===== src/rtl/core/lrupr_pkg.sv =====
// Shared types and constants for the LRU page replacement block.
`timescale 1ns / 1ps
`default_nettype none

package lrupr_pkg;

   localparam int CSR_W       = 5;
   localparam int PAGE_PORT_W = 16;
   localparam int COUNT_W     = 32;
   localparam int STAMP_W     = 32;

   // Widest frame index and page key that the parameter ranges allow.
   localparam int IDX_MAX_W  = 8;
   localparam int PAGE_MAX_W = 32;

   localparam logic [CSR_W-1:0] NUM_FRAMES_RESET = 5'd4;

   typedef enum logic [0:0] {
      ST_IDLE,
      ST_SCAN
   } state_type;

   // Outcome of one pass over the frames.
   typedef struct packed {
      logic                  hit;
      logic [IDX_MAX_W-1:0]  hit_idx;
      logic                  free;
      logic [IDX_MAX_W-1:0]  free_idx;
      logic [IDX_MAX_W-1:0]  lru_idx;
      logic [PAGE_MAX_W-1:0] lru_page;
   } scan_result_type;

endpackage

`default_nettype wire


===== src/rtl/core/lrupr_ram.sv =====
// Generic single-port-write, single-port-read RAM with registered read data.
`timescale 1ns / 1ps
`default_nettype none

module lrupr_ram #(
   parameter  int WIDTH = 32,
   parameter  int DEPTH = 16,
   localparam int AW    = (DEPTH > 1) ? $clog2(DEPTH) : 1
) (
   input  wire logic                     clock,
   input  wire logic                     wr_en,
   input  wire logic [AW-1:0]            wr_addr,
   input  wire logic [WIDTH-1:0]         wr_data,
   input  wire logic                     rd_en,
   input  wire logic [AW-1:0]            rd_addr,
   output logic      [WIDTH-1:0]         rd_data
);

   logic [WIDTH-1:0] mem_ff [DEPTH];
   logic [WIDTH-1:0] rd_data_ff;

   always_ff @(posedge clock) begin
      if (wr_en) begin
         mem_ff[wr_addr] <= wr_data;
      end
      if (rd_en) begin
         rd_data_ff <= mem_ff[rd_addr];
      end
   end

   assign rd_data = rd_data_ff;

endmodule

`default_nettype wire


===== src/rtl/core/lrupr_scan.sv =====
// Frame scan: one pass over the frame memories for the hit, first free frame and LRU frame.
`timescale 1ns / 1ps
`default_nettype none

module lrupr_scan import lrupr_pkg::*; #(
   parameter  int MAX_FRAMES = 16,
   parameter  int PAGE_BITS  = 16,
   localparam int IDX_W      = (MAX_FRAMES > 1) ? $clog2(MAX_FRAMES) : 1,
   localparam int CNT_W      = $clog2(MAX_FRAMES + 1)
) (
   input  wire logic                   clock,
   input  wire logic                   reset,
   input  wire logic                   start_scan,
   input  wire logic [CNT_W-1:0]       frame_count,
   input  wire logic [PAGE_BITS-1:0]   key,
   input  wire logic [STAMP_W-1:0]     stamp,
   input  wire logic [MAX_FRAMES-1:0]  frame_valid,
   output logic                        rd_en,
   output logic      [IDX_W-1:0]       rd_addr,
   input  wire logic [PAGE_BITS-1:0]   rd_page,
   input  wire logic [STAMP_W-1:0]     rd_stamp,
   output logic                        scan_done,
   output scan_result_type             scan_result
);

   // Control state.
   logic             issuing_ff, issuing_in;
   logic [CNT_W-1:0] addr_ff, addr_in;
   logic             s1_vld_ff, s1_vld_in;
   logic             s1_last_ff, s1_last_in;
   logic             s2_vld_ff, s2_vld_in;
   logic             s2_last_ff, s2_last_in;
   logic             done_ff, done_in;
   logic             hit_found_ff, hit_found_in;
   logic             free_found_ff, free_found_in;
   logic             any_ff, any_in;

   // Payload.
   logic [IDX_W-1:0]     s1_idx_ff, s1_idx_in;
   logic [IDX_W-1:0]     s2_idx_ff, s2_idx_in;
   logic [STAMP_W-1:0]   s2_age_ff, s2_age_in;
   logic [PAGE_BITS-1:0] s2_page_ff, s2_page_in;
   logic [IDX_W-1:0]     hit_idx_ff, hit_idx_in;
   logic [IDX_W-1:0]     free_idx_ff, free_idx_in;
   logic [STAMP_W-1:0]   best_age_ff, best_age_in;
   logic [IDX_W-1:0]     best_idx_ff, best_idx_in;
   logic [PAGE_BITS-1:0] best_page_ff, best_page_in;

   logic at_last;

   assign at_last = (addr_ff == (frame_count - CNT_W'(1)));

   always_comb begin
      issuing_in    = issuing_ff;
      addr_in       = addr_ff;
      hit_found_in  = hit_found_ff;
      hit_idx_in    = hit_idx_ff;
      free_found_in = free_found_ff;
      free_idx_in   = free_idx_ff;
      any_in        = any_ff;
      best_age_in   = best_age_ff;
      best_idx_in   = best_idx_ff;
      best_page_in  = best_page_ff;

      // Address issue: one read of both memories per cycle.
      if (start_scan) begin
         issuing_in    = 1'b1;
         addr_in       = '0;
         hit_found_in  = 1'b0;
         free_found_in = 1'b0;
         any_in        = 1'b0;
      end else if (issuing_ff) begin
         addr_in = addr_ff + CNT_W'(1);
         if (at_last) begin
            issuing_in = 1'b0;
         end
      end

      s1_vld_in  = issuing_ff;
      s1_last_in = issuing_ff && at_last;
      s1_idx_in  = addr_ff[IDX_W-1:0];

      // Read data is back: tag match and free-frame search, lowest index wins.
      if (s1_vld_ff) begin
         if (!hit_found_ff && frame_valid[s1_idx_ff] && (rd_page == key)) begin
            hit_found_in = 1'b1;
            hit_idx_in   = s1_idx_ff;
         end
         if (!free_found_ff && !frame_valid[s1_idx_ff]) begin
            free_found_in = 1'b1;
            free_idx_in   = s1_idx_ff;
         end
      end

      s2_vld_in  = s1_vld_ff;
      s2_last_in = s1_vld_ff && s1_last_ff;
      s2_idx_in  = s1_idx_ff;
      s2_age_in  = stamp - rd_stamp;
      s2_page_in = rd_page;

      // Oldest frame so far; a strict compare keeps the lower index on a tie.
      if (s2_vld_ff && (!any_ff || (s2_age_ff > best_age_ff))) begin
         any_in       = 1'b1;
         best_age_in  = s2_age_ff;
         best_idx_in  = s2_idx_ff;
         best_page_in = s2_page_ff;
      end

      done_in = s2_vld_ff && s2_last_ff;
   end

   always_ff @(posedge clock) begin
      if (reset) begin
         issuing_ff    <= 1'b0;
         addr_ff       <= '0;
         s1_vld_ff     <= 1'b0;
         s1_last_ff    <= 1'b0;
         s2_vld_ff     <= 1'b0;
         s2_last_ff    <= 1'b0;
         done_ff       <= 1'b0;
         hit_found_ff  <= 1'b0;
         free_found_ff <= 1'b0;
         any_ff        <= 1'b0;
      end else begin
         issuing_ff    <= issuing_in;
         addr_ff       <= addr_in;
         s1_vld_ff     <= s1_vld_in;
         s1_last_ff    <= s1_last_in;
         s2_vld_ff     <= s2_vld_in;
         s2_last_ff    <= s2_last_in;
         done_ff       <= done_in;
         hit_found_ff  <= hit_found_in;
         free_found_ff <= free_found_in;
         any_ff        <= any_in;
      end
   end

   always_ff @(posedge clock) begin
      s1_idx_ff    <= s1_idx_in;
      s2_idx_ff    <= s2_idx_in;
      s2_age_ff    <= s2_age_in;
      s2_page_ff   <= s2_page_in;
      hit_idx_ff   <= hit_idx_in;
      free_idx_ff  <= free_idx_in;
      best_age_ff  <= best_age_in;
      best_idx_ff  <= best_idx_in;
      best_page_ff <= best_page_in;
   end

   assign rd_en   = issuing_ff;
   assign rd_addr = addr_ff[IDX_W-1:0];

   assign scan_done            = done_ff;
   assign scan_result.hit      = hit_found_ff;
   assign scan_result.hit_idx  = IDX_MAX_W'(hit_idx_ff);
   assign scan_result.free     = free_found_ff;
   assign scan_result.free_idx = IDX_MAX_W'(free_idx_ff);
   assign scan_result.lru_idx  = IDX_MAX_W'(best_idx_ff);
   assign scan_result.lru_page = PAGE_MAX_W'(best_page_ff);

endmodule

`default_nettype wire


===== src/rtl/core/lru_page_replacement.sv =====
// Top level of the fully associative LRU page replacement block.
`timescale 1ns / 1ps
`default_nettype none

// One page reference is taken per start beat while busy is low. The block
// then reads the page and last-use memories once per frame in use, matching
// the tag, noting the first free frame and tracking the oldest frame in the
// same pass, and in the commit cycle writes the last-use memory and, on a
// miss, the page memory. Busy stays high from accept until that commit, so
// no new reference is taken before the last one commits; each memory has one
// read port, so frames are read in turn. The result beat appears on the
// rsp_ ports for a single cycle marked by rsp_valid and cannot be stalled,
// and busy is already low in that cycle, so the next start may be taken
// alongside it. Only the low PAGE_BITS bits of a page number are used;
// a frame count of zero acts as one, a count above MAX_FRAMES as MAX_FRAMES.
module lru_page_replacement import lrupr_pkg::*; #(
   parameter int MAX_FRAMES = 16,
   parameter int PAGE_BITS  = 16
) (
   input  wire logic                   clock,
   input  wire logic                   reset,
   input  wire logic                   start,
   output logic                        busy,
   input  wire logic [PAGE_PORT_W-1:0] req_page_number,
   input  wire logic                   csr_write_enable,
   input  wire logic [CSR_W-1:0]       csr_write_data,
   output logic                        rsp_valid,
   output logic                        rsp_hit,
   output logic                        rsp_evict_valid,
   output logic      [PAGE_PORT_W-1:0] rsp_evicted_page,
   output logic      [COUNT_W-1:0]     rsp_hit_total,
   output logic      [COUNT_W-1:0]     rsp_miss_total
);

   localparam int IDX_W = (MAX_FRAMES > 1) ? $clog2(MAX_FRAMES) : 1;
   localparam int CNT_W = $clog2(MAX_FRAMES + 1);

   state_type             state_ff, state_in;
   logic [CSR_W-1:0]      num_frames_ff, num_frames_in;
   logic [CNT_W-1:0]      n_ff, n_in;
   logic [PAGE_BITS-1:0]  key_ff, key_in;
   logic [STAMP_W-1:0]    stamp_ff, stamp_in;
   logic [COUNT_W-1:0]    hit_count_ff, hit_count_in;
   logic [COUNT_W-1:0]    miss_count_ff, miss_count_in;
   logic [MAX_FRAMES-1:0] valid_ff, valid_in;

   logic                   rsp_valid_ff, rsp_valid_in;
   logic                   rsp_hit_ff, rsp_hit_in;
   logic                   rsp_evict_valid_ff, rsp_evict_valid_in;
   logic [PAGE_PORT_W-1:0] rsp_evicted_page_ff, rsp_evicted_page_in;
   logic [COUNT_W-1:0]     rsp_hit_total_ff, rsp_hit_total_in;
   logic [COUNT_W-1:0]     rsp_miss_total_ff, rsp_miss_total_in;

   logic                 accept;
   logic                 commit;
   logic [CNT_W-1:0]     n_active;
   logic [IDX_W-1:0]     slot;
   logic                 miss;
   logic                 evict;

   logic                 scan_rd_en;
   logic [IDX_W-1:0]     scan_rd_addr;
   logic [PAGE_BITS-1:0] rd_page;
   logic [STAMP_W-1:0]   rd_stamp;
   logic                 scan_done;
   scan_result_type      scan_result;

   assign busy   = (state_ff != ST_IDLE);
   assign accept = start && !busy;
   assign commit = (state_ff == ST_SCAN) && scan_done;

   // Clamp the programmed frame count into 1 .. MAX_FRAMES.
   always_comb begin
      if (num_frames_ff == '0) begin
         n_active = CNT_W'(1);
      end else if (32'(num_frames_ff) > MAX_FRAMES) begin
         n_active = CNT_W'(MAX_FRAMES);
      end else begin
         n_active = CNT_W'(num_frames_ff);
      end
   end

   // Hit frame first, then the lowest free frame, else the LRU victim.
   always_comb begin
      miss  = !scan_result.hit;
      evict = miss && !scan_result.free;
      if (scan_result.hit) begin
         slot = scan_result.hit_idx[IDX_W-1:0];
      end else if (scan_result.free) begin
         slot = scan_result.free_idx[IDX_W-1:0];
      end else begin
         slot = scan_result.lru_idx[IDX_W-1:0];
      end
   end

   always_comb begin
      state_in            = state_ff;
      num_frames_in       = num_frames_ff;
      n_in                = n_ff;
      key_in              = key_ff;
      stamp_in            = stamp_ff;
      hit_count_in        = hit_count_ff;
      miss_count_in       = miss_count_ff;
      valid_in            = valid_ff;
      rsp_valid_in        = 1'b0;
      rsp_hit_in          = rsp_hit_ff;
      rsp_evict_valid_in  = rsp_evict_valid_ff;
      rsp_evicted_page_in = rsp_evicted_page_ff;
      rsp_hit_total_in    = rsp_hit_total_ff;
      rsp_miss_total_in   = rsp_miss_total_ff;

      if (csr_write_enable) begin
         num_frames_in = csr_write_data;
      end

      case (state_ff)
         ST_IDLE: begin
            if (accept) begin
               n_in     = n_active;
               key_in   = PAGE_BITS'(32'(req_page_number));
               state_in = ST_SCAN;
            end
         end
         ST_SCAN: begin
            if (commit) begin
               if (miss) begin
                  valid_in[slot] = 1'b1;
                  if (miss_count_ff != '1) begin
                     miss_count_in = miss_count_ff + COUNT_W'(1);
                  end
               end else if (hit_count_ff != '1) begin
                  hit_count_in = hit_count_ff + COUNT_W'(1);
               end
               stamp_in            = stamp_ff + STAMP_W'(1);
               rsp_valid_in        = 1'b1;
               rsp_hit_in          = !miss;
               rsp_evict_valid_in  = evict;
               rsp_evicted_page_in = evict ? scan_result.lru_page[PAGE_PORT_W-1:0] : '0;
               rsp_hit_total_in    = hit_count_in;
               rsp_miss_total_in   = miss_count_in;
               state_in            = ST_IDLE;
            end
         end
         default: begin
            state_in = ST_IDLE;
         end
      endcase
   end

   always_ff @(posedge clock) begin
      if (reset) begin
         state_ff      <= ST_IDLE;
         num_frames_ff <= NUM_FRAMES_RESET;
         stamp_ff      <= '0;
         hit_count_ff  <= '0;
         miss_count_ff <= '0;
         valid_ff      <= '0;
         rsp_valid_ff  <= 1'b0;
      end else begin
         state_ff      <= state_in;
         num_frames_ff <= num_frames_in;
         stamp_ff      <= stamp_in;
         hit_count_ff  <= hit_count_in;
         miss_count_ff <= miss_count_in;
         valid_ff      <= valid_in;
         rsp_valid_ff  <= rsp_valid_in;
      end
   end

   always_ff @(posedge clock) begin
      n_ff                <= n_in;
      key_ff              <= key_in;
      rsp_hit_ff          <= rsp_hit_in;
      rsp_evict_valid_ff  <= rsp_evict_valid_in;
      rsp_evicted_page_ff <= rsp_evicted_page_in;
      rsp_hit_total_ff    <= rsp_hit_total_in;
      rsp_miss_total_ff   <= rsp_miss_total_in;
   end

   // Writes happen only in the commit cycle and the next scan starts later,
   // so a read never overlaps a write to the same frame.
   lrupr_ram #(
      .WIDTH (PAGE_BITS),
      .DEPTH (MAX_FRAMES)
   ) u_page_ram (
      .clock   (clock),
      .wr_en   (commit && miss),
      .wr_addr (slot),
      .wr_data (key_ff),
      .rd_en   (scan_rd_en),
      .rd_addr (scan_rd_addr),
      .rd_data (rd_page)
   );

   lrupr_ram #(
      .WIDTH (STAMP_W),
      .DEPTH (MAX_FRAMES)
   ) u_stamp_ram (
      .clock   (clock),
      .wr_en   (commit),
      .wr_addr (slot),
      .wr_data (stamp_ff),
      .rd_en   (scan_rd_en),
      .rd_addr (scan_rd_addr),
      .rd_data (rd_stamp)
   );

   lrupr_scan #(
      .MAX_FRAMES (MAX_FRAMES),
      .PAGE_BITS  (PAGE_BITS)
   ) u_scan (
      .clock       (clock),
      .reset       (reset),
      .start_scan  (accept),
      .frame_count (n_ff),
      .key         (key_ff),
      .stamp       (stamp_ff),
      .frame_valid (valid_ff),
      .rd_en       (scan_rd_en),
      .rd_addr     (scan_rd_addr),
      .rd_page     (rd_page),
      .rd_stamp    (rd_stamp),
      .scan_done   (scan_done),
      .scan_result (scan_result)
   );

   assign rsp_valid        = rsp_valid_ff;
   assign rsp_hit          = rsp_hit_ff;
   assign rsp_evict_valid  = rsp_evict_valid_ff;
   assign rsp_evicted_page = rsp_evicted_page_ff;
   assign rsp_hit_total    = rsp_hit_total_ff;
   assign rsp_miss_total   = rsp_miss_total_ff;

endmodule

`default_nettype wire

===== config.mk =====
export PLATFORM = sky130hd
export DESIGN_NAME = lru_page_replacement
export DESIGN_NICKNAME = d
export VERILOG_FILES = /design/src/rtl/core/lrupr_pkg.sv /design/src/rtl/core/lrupr_ram.sv /design/src/rtl/core/lrupr_scan.sv /design/src/rtl/core/lru_page_replacement.sv
export SDC_FILE = /design/constraint.sdc
export NUM_CORES = 1
export LEC_CHECK = 0
export CAP_MARGIN = 20
export CELL_PAD_IN_SITES_DETAIL_PLACEMENT = 1
export CELL_PAD_IN_SITES_GLOBAL_PLACEMENT = 1
export CORE_MARGIN = 2
export CORE_UTILIZATION = 31
export DETAILED_ROUTE_END_ITERATION = 8
export DONT_BUFFER_PORTS = 1
export GPL_TIMING_DRIVEN = 0
export MAX_ROUTING_LAYER = met4
export PLACE_DENSITY_LB_ADDON = 0.1
export SLEW_MARGIN = 15
export SYNTH_ARGS = -nofsm -noshare
export SYNTH_HDL_FRONTEND = slang
export SYNTH_SLANG_ARGS = --single-unit

===== constraint.sdc =====
create_clock -name clock -period 8.4 [get_ports clock]
set_clock_uncertainty 0.2 [all_clocks]
set_input_delay 0 -clock clock [delete_from_list [all_inputs] [get_ports clock]]
set_output_delay 0 -clock clock [all_outputs]
set_load 0.02 [all_outputs]

---- Yosys cells after proc, flatten, opt, wreduce, memory -nomap -nowiden ----
Memory sizes are Yosys's and may differ from the RTL's. A register that Yosys moved wholly into a read port is not among the register bits.
Index checks and enable logic that the tools add are counted.
word-level totals
  register bits after elaboration ......... 352
  memory bits (writable) .................. 768
  input port bits ......................... 25
  output and inout port bits .............. 84
  memories kept ........................... 2
operators by class
  $add $sub $neg .......................... 6
  $lt $le $gt $ge ......................... 5
  equal/unequal tests ..................... 4
  mux-type cells .......................... 29
  bitwise gates (word level) .............. 3
  reductions and logical operators ........ 28
memory list
  memory              depth  width  read ports  clocked after Yosys merged registers in  write ports  RTL line         source
  u_stamp_ram.mem_ff  16     32     1           1                                        1            lrupr_ram.sv:19  logic [WIDTH-1:0] mem_ff [DEPTH];
  u_page_ram.mem_ff   16     16     1           1                                        1            lrupr_ram.sv:19
operators with widths
  cell                                                   count
  2-to-1 mux 32 bit                                      4
  adder 32 x 1 -> 32 bit (second input constant)         3
  != test 32 bit (second input constant)                 2
  greater-than comparator 32 bit                         1
  subtractor 32 bit                                      1
  2-to-1 mux 1 bit                                       19
  == test 16 bit                                         1
  OR 16 bit                                              1
  logical AND 1 bit                                      12
  < comparator 4 x 5 -> 1 bit (second input constant)    2
  2-to-1 mux 4 bit                                       2
  AND reduction 2 bit                                    4
  OR reduction 2 bit                                     3
  adder 5 x 1 -> 5 bit (second input constant)           1
  == test 5 bit                                          1
  greater-than comparator 5 bit (second input constant)  1
  zero test 1 bit                                        5
  zero test 5 bit                                        1
  2-to-1 mux 5 bit                                       1
  subtractor 5 x 1 -> 5 bit (second input constant)      1
  binary-select mux 1 bit (select 4 bit)                 1
  demux 1 bit (select 4 bit)                             1
  >= comparator 4 x 1 -> 1 bit (second input constant)   1
  AND reduction 3 bit                                    1
  4 further kinds                                        5

---- Logic depth before layout (Yosys ltp) ----
Gate-level depths: netlist of run 1.
  depth in word-level cells ............... 7
  depth in mapped cells ................... 10
  gate-level depth less buffers ........... 10

---- Hierarchy ----
From an unflattened synthesis of run 1, not the netlist that was laid out.
second synthesis, totals
  cell total of the unflattened synthesis .. 2889
  area, all modules ....................... 47231.5 um^2
by module, submodules not included
  module                    times used  cells each  area each (um^2)  sequential area each (um^2)
  lrupr_ram at u_stamp_ram  1           838         20174.3           16335.7
  lrupr_ram at u_page_ram   1           432         10202.3           8167.8
  lru_page_replacement      1           979         10064.7           5475.3
  lrupr_scan                1           640         6790.3            3203.1

---- Worst setup path after synthesis of run 1 ----
Ideal clock, no wire load.
  kind .................................... reg2reg
  start ................................... register state_ff (netlist: busy)
  end ..................................... memory u_stamp_ram.mem_ff[2][0], enable pin
  setup time .............................. 421 ps
  arrival time ............................ 5734 ps
  path slack .............................. 2046 ps
  stages on the path, launching flop included .. 7
  cell sequence ........................... dfxtp_1 nand2_1 clkbuf_1 inv_1 buf_1 nand3_1 nor2_1
between the ends
  longest elaborated chain between the ends .. 3
RTL lines
  item                                    RTL line                     source
  start: declaration                      lru_page_replacement.sv:38   state_type state_ff, state_in;
  start signal: assignment                lru_page_replacement.sv:160  state_ff <= state_in;
  logical AND 1 bit                       lru_page_replacement.sv:70   assign commit = (state_ff == ST_SCAN) && scan_done;
  named net commit                        lru_page_replacement.sv:55   logic commit;
  2-to-1 mux 1 bit                        lrupr_ram.sv:23              if (wr_en) begin
  2-to-1 mux 1 bit (implied by the code)  lrupr_ram.sv:24              mem_ff[wr_addr] <= wr_data;
  end: declaration                        lrupr_ram.sv:19
The timed path passes the listed nets, and every way through them passes these cells.

---- Worst setup path after layout of run 1 ----
  start ................................... register state_ff (netlist: busy)
  end ..................................... memory u_page_ram.mem_ff[3][4] in the netlist's numbering, enable pin
between the ends
  longest elaborated chain between the ends .. 4
RTL lines
  item                                    RTL line                     source
  logical AND 1 bit                       lru_page_replacement.sv:70
  named net commit                        lru_page_replacement.sv:55
  logical AND 1 bit                       lru_page_replacement.sv:187  .wr_en (commit && miss),
  2-to-1 mux 1 bit                        lrupr_ram.sv:23
  2-to-1 mux 1 bit (implied by the code)  lrupr_ram.sv:24
  end: declaration                        lrupr_ram.sv:19
The timed path passes the listed nets, and every way through them passes these cells.

==> impl_metrics.ini, run 1 <==
[final_layout]
fin_util_pct = 37.1
largest_reg_flops = 512
design_area_um2 = 54900
fin_nets = 3047
syn2layout_area_growth_pct = 18.7
regArea_um2 = 33200
final_cell_count_no_fill = 4993
fillCellCount = 14700
drive_gt1_share_pct = 19.9
top_register = u_stamp_ram.mem_ff
top_regs = u_stamp_ram.mem_ff x512, u_page_ram.mem_ff x256
multi_input_area_um2 = 12500

[placed_design]
placed_cells = 4692
port_buffers = 0
gp_congestion = 0.783
post_dp_cell_area_um2 = 50100
dp_hpwl_um = 86200

[synth]
ys_warn_count = 0
post_synth.cell_area_avg_um2 = 17.3
post-synth-top-area-fraction_pct = 63.5
yosysTopAreaCell = edfxtp_1
netlist_top_cells_area = edfxtp_1, mux4_2, dfxtp_1
synth.most_common_cell = edfxtp_1
async_reset_ff_share_pct = 0
synth_edf_count = 979
ys_types = 63
syn_inst = 2677
synth_common_cells = edfxtp_1, mux4_2, nor2_1, dfxtp_1, nand2_1
synth_area_um2 = 46300
synth_seq_area_share_pct = 71.7
synth_seq_cells = 1168
synth_nets = 2773
synth_ff_type = edfxtp_1

[cts]
cts_tree = yes
cts_max_level = 4
cts-resized-gates = 0
cts_sinks = 1168
clockBufferDepth = 3
root_buffer = clkbuf_16
clk_pin_slew_worst_paths_ns = 0.06
cts_buffers = 135
clk_latency_ns = 0.76

[global_route]
grt_usage_pct = 17.0
grt_pass1_wl_um = 182000
antenna_found_initial = 6
overflow = 0
grt_max_degree = 36
grt_pass1_vias = 26500

[worst_setup_path]
path_common_cell = buf_4
crit_path_end_kind = flop
worstSetupPathType = reg2reg
cp_cell_sequence = nand2_1 > clkbuf_1 > inv_1 > buf_2 > nand3_1 > nor3_2 > buf_4 > buf_4 > buf_4
r2r-end = u_page_ram.mem_ff[3][4]
worstSetupStartpointType = flop
slowest_delay_ns = 0.75
rrSetupSlack_ns = 3.74
rr_worst_depth = 9
cp_slowest_cell = nand3_1
rr_startpoint = busy
worstPathRequired_ns = 8.64
cp_max_fo = 26
cp_data_arrival_time_ns = 4.90

[floorplan]
core_um2 = 148000
die_w_um = 390
start_util_pct = 31.3
fp-row-count = 141
die-area_um2 = 152000
die_h_um = 390
num_io_pins = 109

[detailed_routing]
vias = 24500
drcViolationCount = 0
avgViaCountPerCell = 4.91
ant_nets = 0
drtPass1Iterations = 5
wl_um = 124000
routedWlPerCell_um = 24.8
drtIter0Drc = 1609

[sta]
finalHoldViolCount = 0
clock.fmax_mhz = 215
worstMarginPinSlew_ns = 1.07
setup_tns_ns = 0
slew_headroom_pct = 28.5
finalCriticalPeriod_ns = 4.66
rsz0062_at_grt = false
slew_violations = 0
period_share_pct = 55.4
setup_viol = 0

[power]
power_density_nw_per_um2 = 226
irDropWorstVdd_uv = 192
p_leak_nw = 18.0

[hold_path]
hold_path_class = reg2reg
holdCritStartpoint = u_scan.addr_ff[2]
hold_depth = 0
hold_end = u_scan.s1_idx_ff[2]

[run]
timing.max_cap.violations = 0

[status]
status = completed
repair_timing:
action / CTS / global route
setup buffers: 0 / 0
hold endpoints to repair: 74 / 0
hold buffers: 49 / 0
routing by layer:
metal / global-route usage, % / up-vias / share of wire [%]
met2: 27.2 / 487 / 49
met4: 4.66 / 0 / 2.0
met5: - / - / 0
met1: 22.1 / 13000 / 45
met3: 3.15 / 162 / 4.2
li1: - / 10900 / -
worst max path at each step:
| stage | from | endpoint | slack, ns | cells past startpoint |
|---|---|---|---|---|
| after global placement | busy | u_stamp_ram.mem_ff[0][20] | -2.69 | 6 |
| after floorplan | busy | u_stamp_ram.mem_ff[2][0] | 2.05 | 6 |
| after global routing | busy | u_page_ram.mem_ff[3][4] | 3.28 | 9 |
| after CTS | busy | u_page_ram.mem_ff[3][4] | 3.53 | 9 |
| after detailed placement | busy | u_page_ram.mem_ff[3][0] | 3.56 | 9 |
| final | busy | u_page_ram.mem_ff[3][4] | 3.74 | 9 |
report_power, final:
part | internal, mW | leakage [nW] | total [mW] | switching [mW]
sequential | 6.28 | 10.5 | 6.33 | 0.0518
combinational | 0.168 | 5.44 | 0.370 | 0.202
clock | 3.30 | 2.07 | 5.69 | 2.39
worst max-delay path, delay by kind of cell (launching register included):
family / cells / cell delay (ns)
and+or+nand+nor: 3 / 1.53
DFF: 1 / 0.59
buffers and inverters: 6 / 2.00
cells in the final DEF, fill, tap and decap left out, types with 7 or more instances in the layout:
cell	instances
dlygate4sd3_1	49
o21a_1	8
a211oi_1	7
or3_1	12
edfxtp_1	979
ha_1	70
nand2_1	128
o21ai_0	31
buf_16	9
clkinv_1	27
a21o_1	14
nand4_1	46
buf_6	19
buf_1	7
or2_2	7
mux2i_1	9
nor2_4	16
and4_1	13
and2_1	29
nor2b_1	11
nor2_1	212
nor3_2	17
clkbuf_1	106
inv_1	79
nand3_1	51
nor3_1	28
mux4_2	245
dfxtp_1	188
a21oi_1	65
xnor2_1	103
clkbuf_16	139
buf_4	38
bufinv_16	7
clkinv_2	13
and3_1	25
buf_2	28
buf_12	26
nand2b_1	7
xor2_1	98
stage by stage:
stage,power (mW),hold WS (ns),setup WS (ns)
5_1_grt,12.8,0.180,3.28
6_report,12.4,0.172,3.74
2_1_floorplan,6.67,-0.101,2.05
3_5_place_dp,6.82,-0.101,3.56
4_1_cts,12.6,0.113,3.53
3_3_place_gp,6.80,-0.101,-2.69
cell type report:
type,instances,area share [%]
Sequential cell,1168,60.4
Multi-Input combinational cell,1316,22.8
Clock buffer,182,6.68
Tap cell,1930,4.40
Timing Repair Buffer,137,3.17
Clock inverter,63,1.12
Buffer,112,0.906
Inverter,81,0.558
Antenna cell,4,0.0182
cells by family (layout without fill, tap and decap cells):
logic type / after synthesis / in the layout / share of synthesized area [%]
muxes: 255 / 255 / 12.1
DFF: 1168 / 1168 / 71.7
other: 0 / 4 / 0
adders and majority gates: 71 / 71 / 1.94
xor gates and xnor gates: 201 / 201 / 3.80
buffers and inverters: 193 / 575 / 1.72
and+or+nand+nor: 630 / 630 / 6.59
AOI/OAI and AO/OA: 159 / 159 / 2.10
(Power assumes the default switching activity.)
==> run 2, diff against run 1 <==
==> constraint.sdc (replaced) <==
create_clock -name clock -period 3.8 [get_ports clock]
set_clock_uncertainty 0.2 [all_clocks]
set_input_delay 0 -clock clock [delete_from_list [all_inputs] [get_ports clock]]
set_output_delay 0 -clock clock [all_outputs]
set_load 0.02 [all_outputs]
==> run 2 against run 1 <==
Global-route usage decreased by 0.087 points. Wire length decreased by 0.89%. Clock power is 130% higher. First-iteration DRC count is 1.2% lower. Highest routed layer unchanged. Largest cell class unchanged. Register-to-register slack got worse by 3.7 ns.
==> impl_metrics.ini, run 2 (synthesis results as in run 1) <==
[status]
status = completed

[worst_setup_path]
crit_path_end_kind = flop
worstSetupStartpoint = u_scan.addr_ff[1]
cp-endpoint = u_page_ram.rd_data[13]
worstSetupPathType = reg2reg
cp_data_arrival_time_ns = 4.03
rrSetupSlack_ns = 0.07
r2r-end = u_page_ram.rd_data[13]
worstSetupStartpointType = flop
worstPathRequired_ns = 4.10
cp_max_fo = 10
rr_startpoint = u_scan.addr_ff[1]
rr_worst_depth = 5

[placed_design]
port_buffers = 0
post_dp_cell_area_um2 = 50000
placed_cells = 4676
dp_hpwl_um = 84800
dp_slack_ns = -1.46
gp_congestion = 0.769

[final_layout]
fillCellCount = 14600
multi_input_area_um2 = 12600
drive_gt1_share_pct = 21.1
fin_nets = 3056
top_register = u_stamp_ram.mem_ff
regArea_um2 = 33200
fin_util_pct = 37.4
largest_reg_flops = 512
syn2layout_area_growth_pct = 19.7
mostFrequentLayoutCell = edfxtp_1
final_cell_mix = edfxtp_1, mux4_2, nor2_1, dfxtp_1, clkbuf_16
top_regs = u_stamp_ram.mem_ff x512, u_page_ram.mem_ff x256
final_cell_count_no_fill = 5005
design_area_um2 = 55400

[power]
pwr-share-comb_pct = 2.9
p_sw_mw = 5.86
switching_share_pct = 20.9
seq_power_share_pct = 49.9
p_int_mw = 22.2
power_mw = 28.1
irDropWorstVdd_uv = 410
power_density_nw_per_um2 = 507
p_leak_nw = 18.2
p_clk_share_pct = 47.2

[sta]
finalHoldViolCount = 0
whs_ns = 0.123
slew_violations = 0
period_share_pct = 98.0
worstMarginPinSlew_ns = 1.08
setup_ws_ns = 0.0748
setup_viol = 0
slew_headroom_pct = 27.9
clock.fmax_mhz = 268
finalCriticalPeriod_ns = 3.73
rsz0062_at_grt = false
setup_tns_ns = 0

[global_route]
overflow = 0
grt_usage_pct = 16.9
grt_max_degree = 92
grt_pass1_vias = 26700
grt_pass1_wl_um = 182000
antenna_found_initial = 4

[detailed_routing]
ant_nets = 0
avgViaCountPerCell = 4.90
vias = 24500
drcViolationCount = 0
drtIter0Drc = 1589
drtPass1Iterations = 5
routedWlPerCell_um = 24.6
wl_um = 123000

[hold_path]
hold_path_class = in2reg
holdCritStartpoint = reset

[floorplan]
num_io_pins = 109
fp-row-count = 141
core_um2 = 148000
start_util_pct = 31.3
die_h_um = 390
die-area_um2 = 152000
die_w_um = 390

[cts]
cts_tree = yes
cts_sinks = 1168
cts_max_level = 4
clk_latency_ns = 0.77
cts_buffers = 138
clk_pin_slew_worst_paths_ns = 0.06
clockBufferDepth = 3
root_buffer = clkbuf_16

[run]
timing.max_cap.violations = 0
run 2: changes by cell type in the layout (fill, tap and decap cells not counted), moves of 6 or more:
cell and change:
clkbuf_2 +6, buf_16 -7, nor3_2 -15, clkbuf_8 +7, clkinv_1 -12, nor3_4 +15, buf_12 +8
run 2: worst min-delay path by stage:
stage / to / slack [ns] / depth (start not counted)
6_report: u_scan.s1_vld_ff / 0.12 / 3
5_1_grt: u_scan.s1_vld_ff / 0.13 / 3
4_1_cts: u_scan.s1_vld_ff / 0.07 / 3
3_5_place_dp: key_ff[6] / -0.10 / 0
3_3_place_gp: key_ff[7] / -0.10 / 0
2_1_floorplan: key_ff[0] / -0.10 / 0
run 2: layout make-up:
type,count,share of cell area [%]
plain buffers,112,0.942
repair buffers,143,3.19
clock inverters,57,1.26
clock buffers,196,7.00
multi-input cells,1316,22.8
well taps,1930,4.36
flip-flops and latches,1168,59.9
inverters,81,0.553
diodes,2,0.00903
run 2: power groups by stage:
stage / combinational (mW) / sequential (mW) / clock, mW
after CTS: 0.845 / 14.0 / 13.7
after detailed placement: 0.798 / 14.3 / 0
after global routing: 0.903 / 14.0 / 14.1
after global placement: 0.745 / 14.3 / 0
final: 0.824 / 14.0 / 13.3
after floorplan: 0.520 / 14.2 / 0
run 2: routing by layer:
metal	vias to the layer above	GRT usage [%]	wire length (um)
li1	10900	-	-
met1	12900	22.0	55900
met2	458	27.0	59600
met3	195	3.00	4680
met4	0	4.96	2860
met5	-	-	0
run 2: what timing repair did:
item | in CTS | in global routing
hold endpoints to repair | 79 | 0
setup buffers | 23 | 0
pin swaps | 10 | 0
gates resized for setup | 26 | 10
hold buffers | 49 | 0
setup endpoints to repair | 470 | 173
run 2: critical path: stages, from the launching register on:
cell and delay, ns:
dfxtp_1 0.37, clkbuf_1 0.64, clkbuf_2 0.51, clkbuf_1 0.79, mux4_2 0.43, mux4_2 0.51
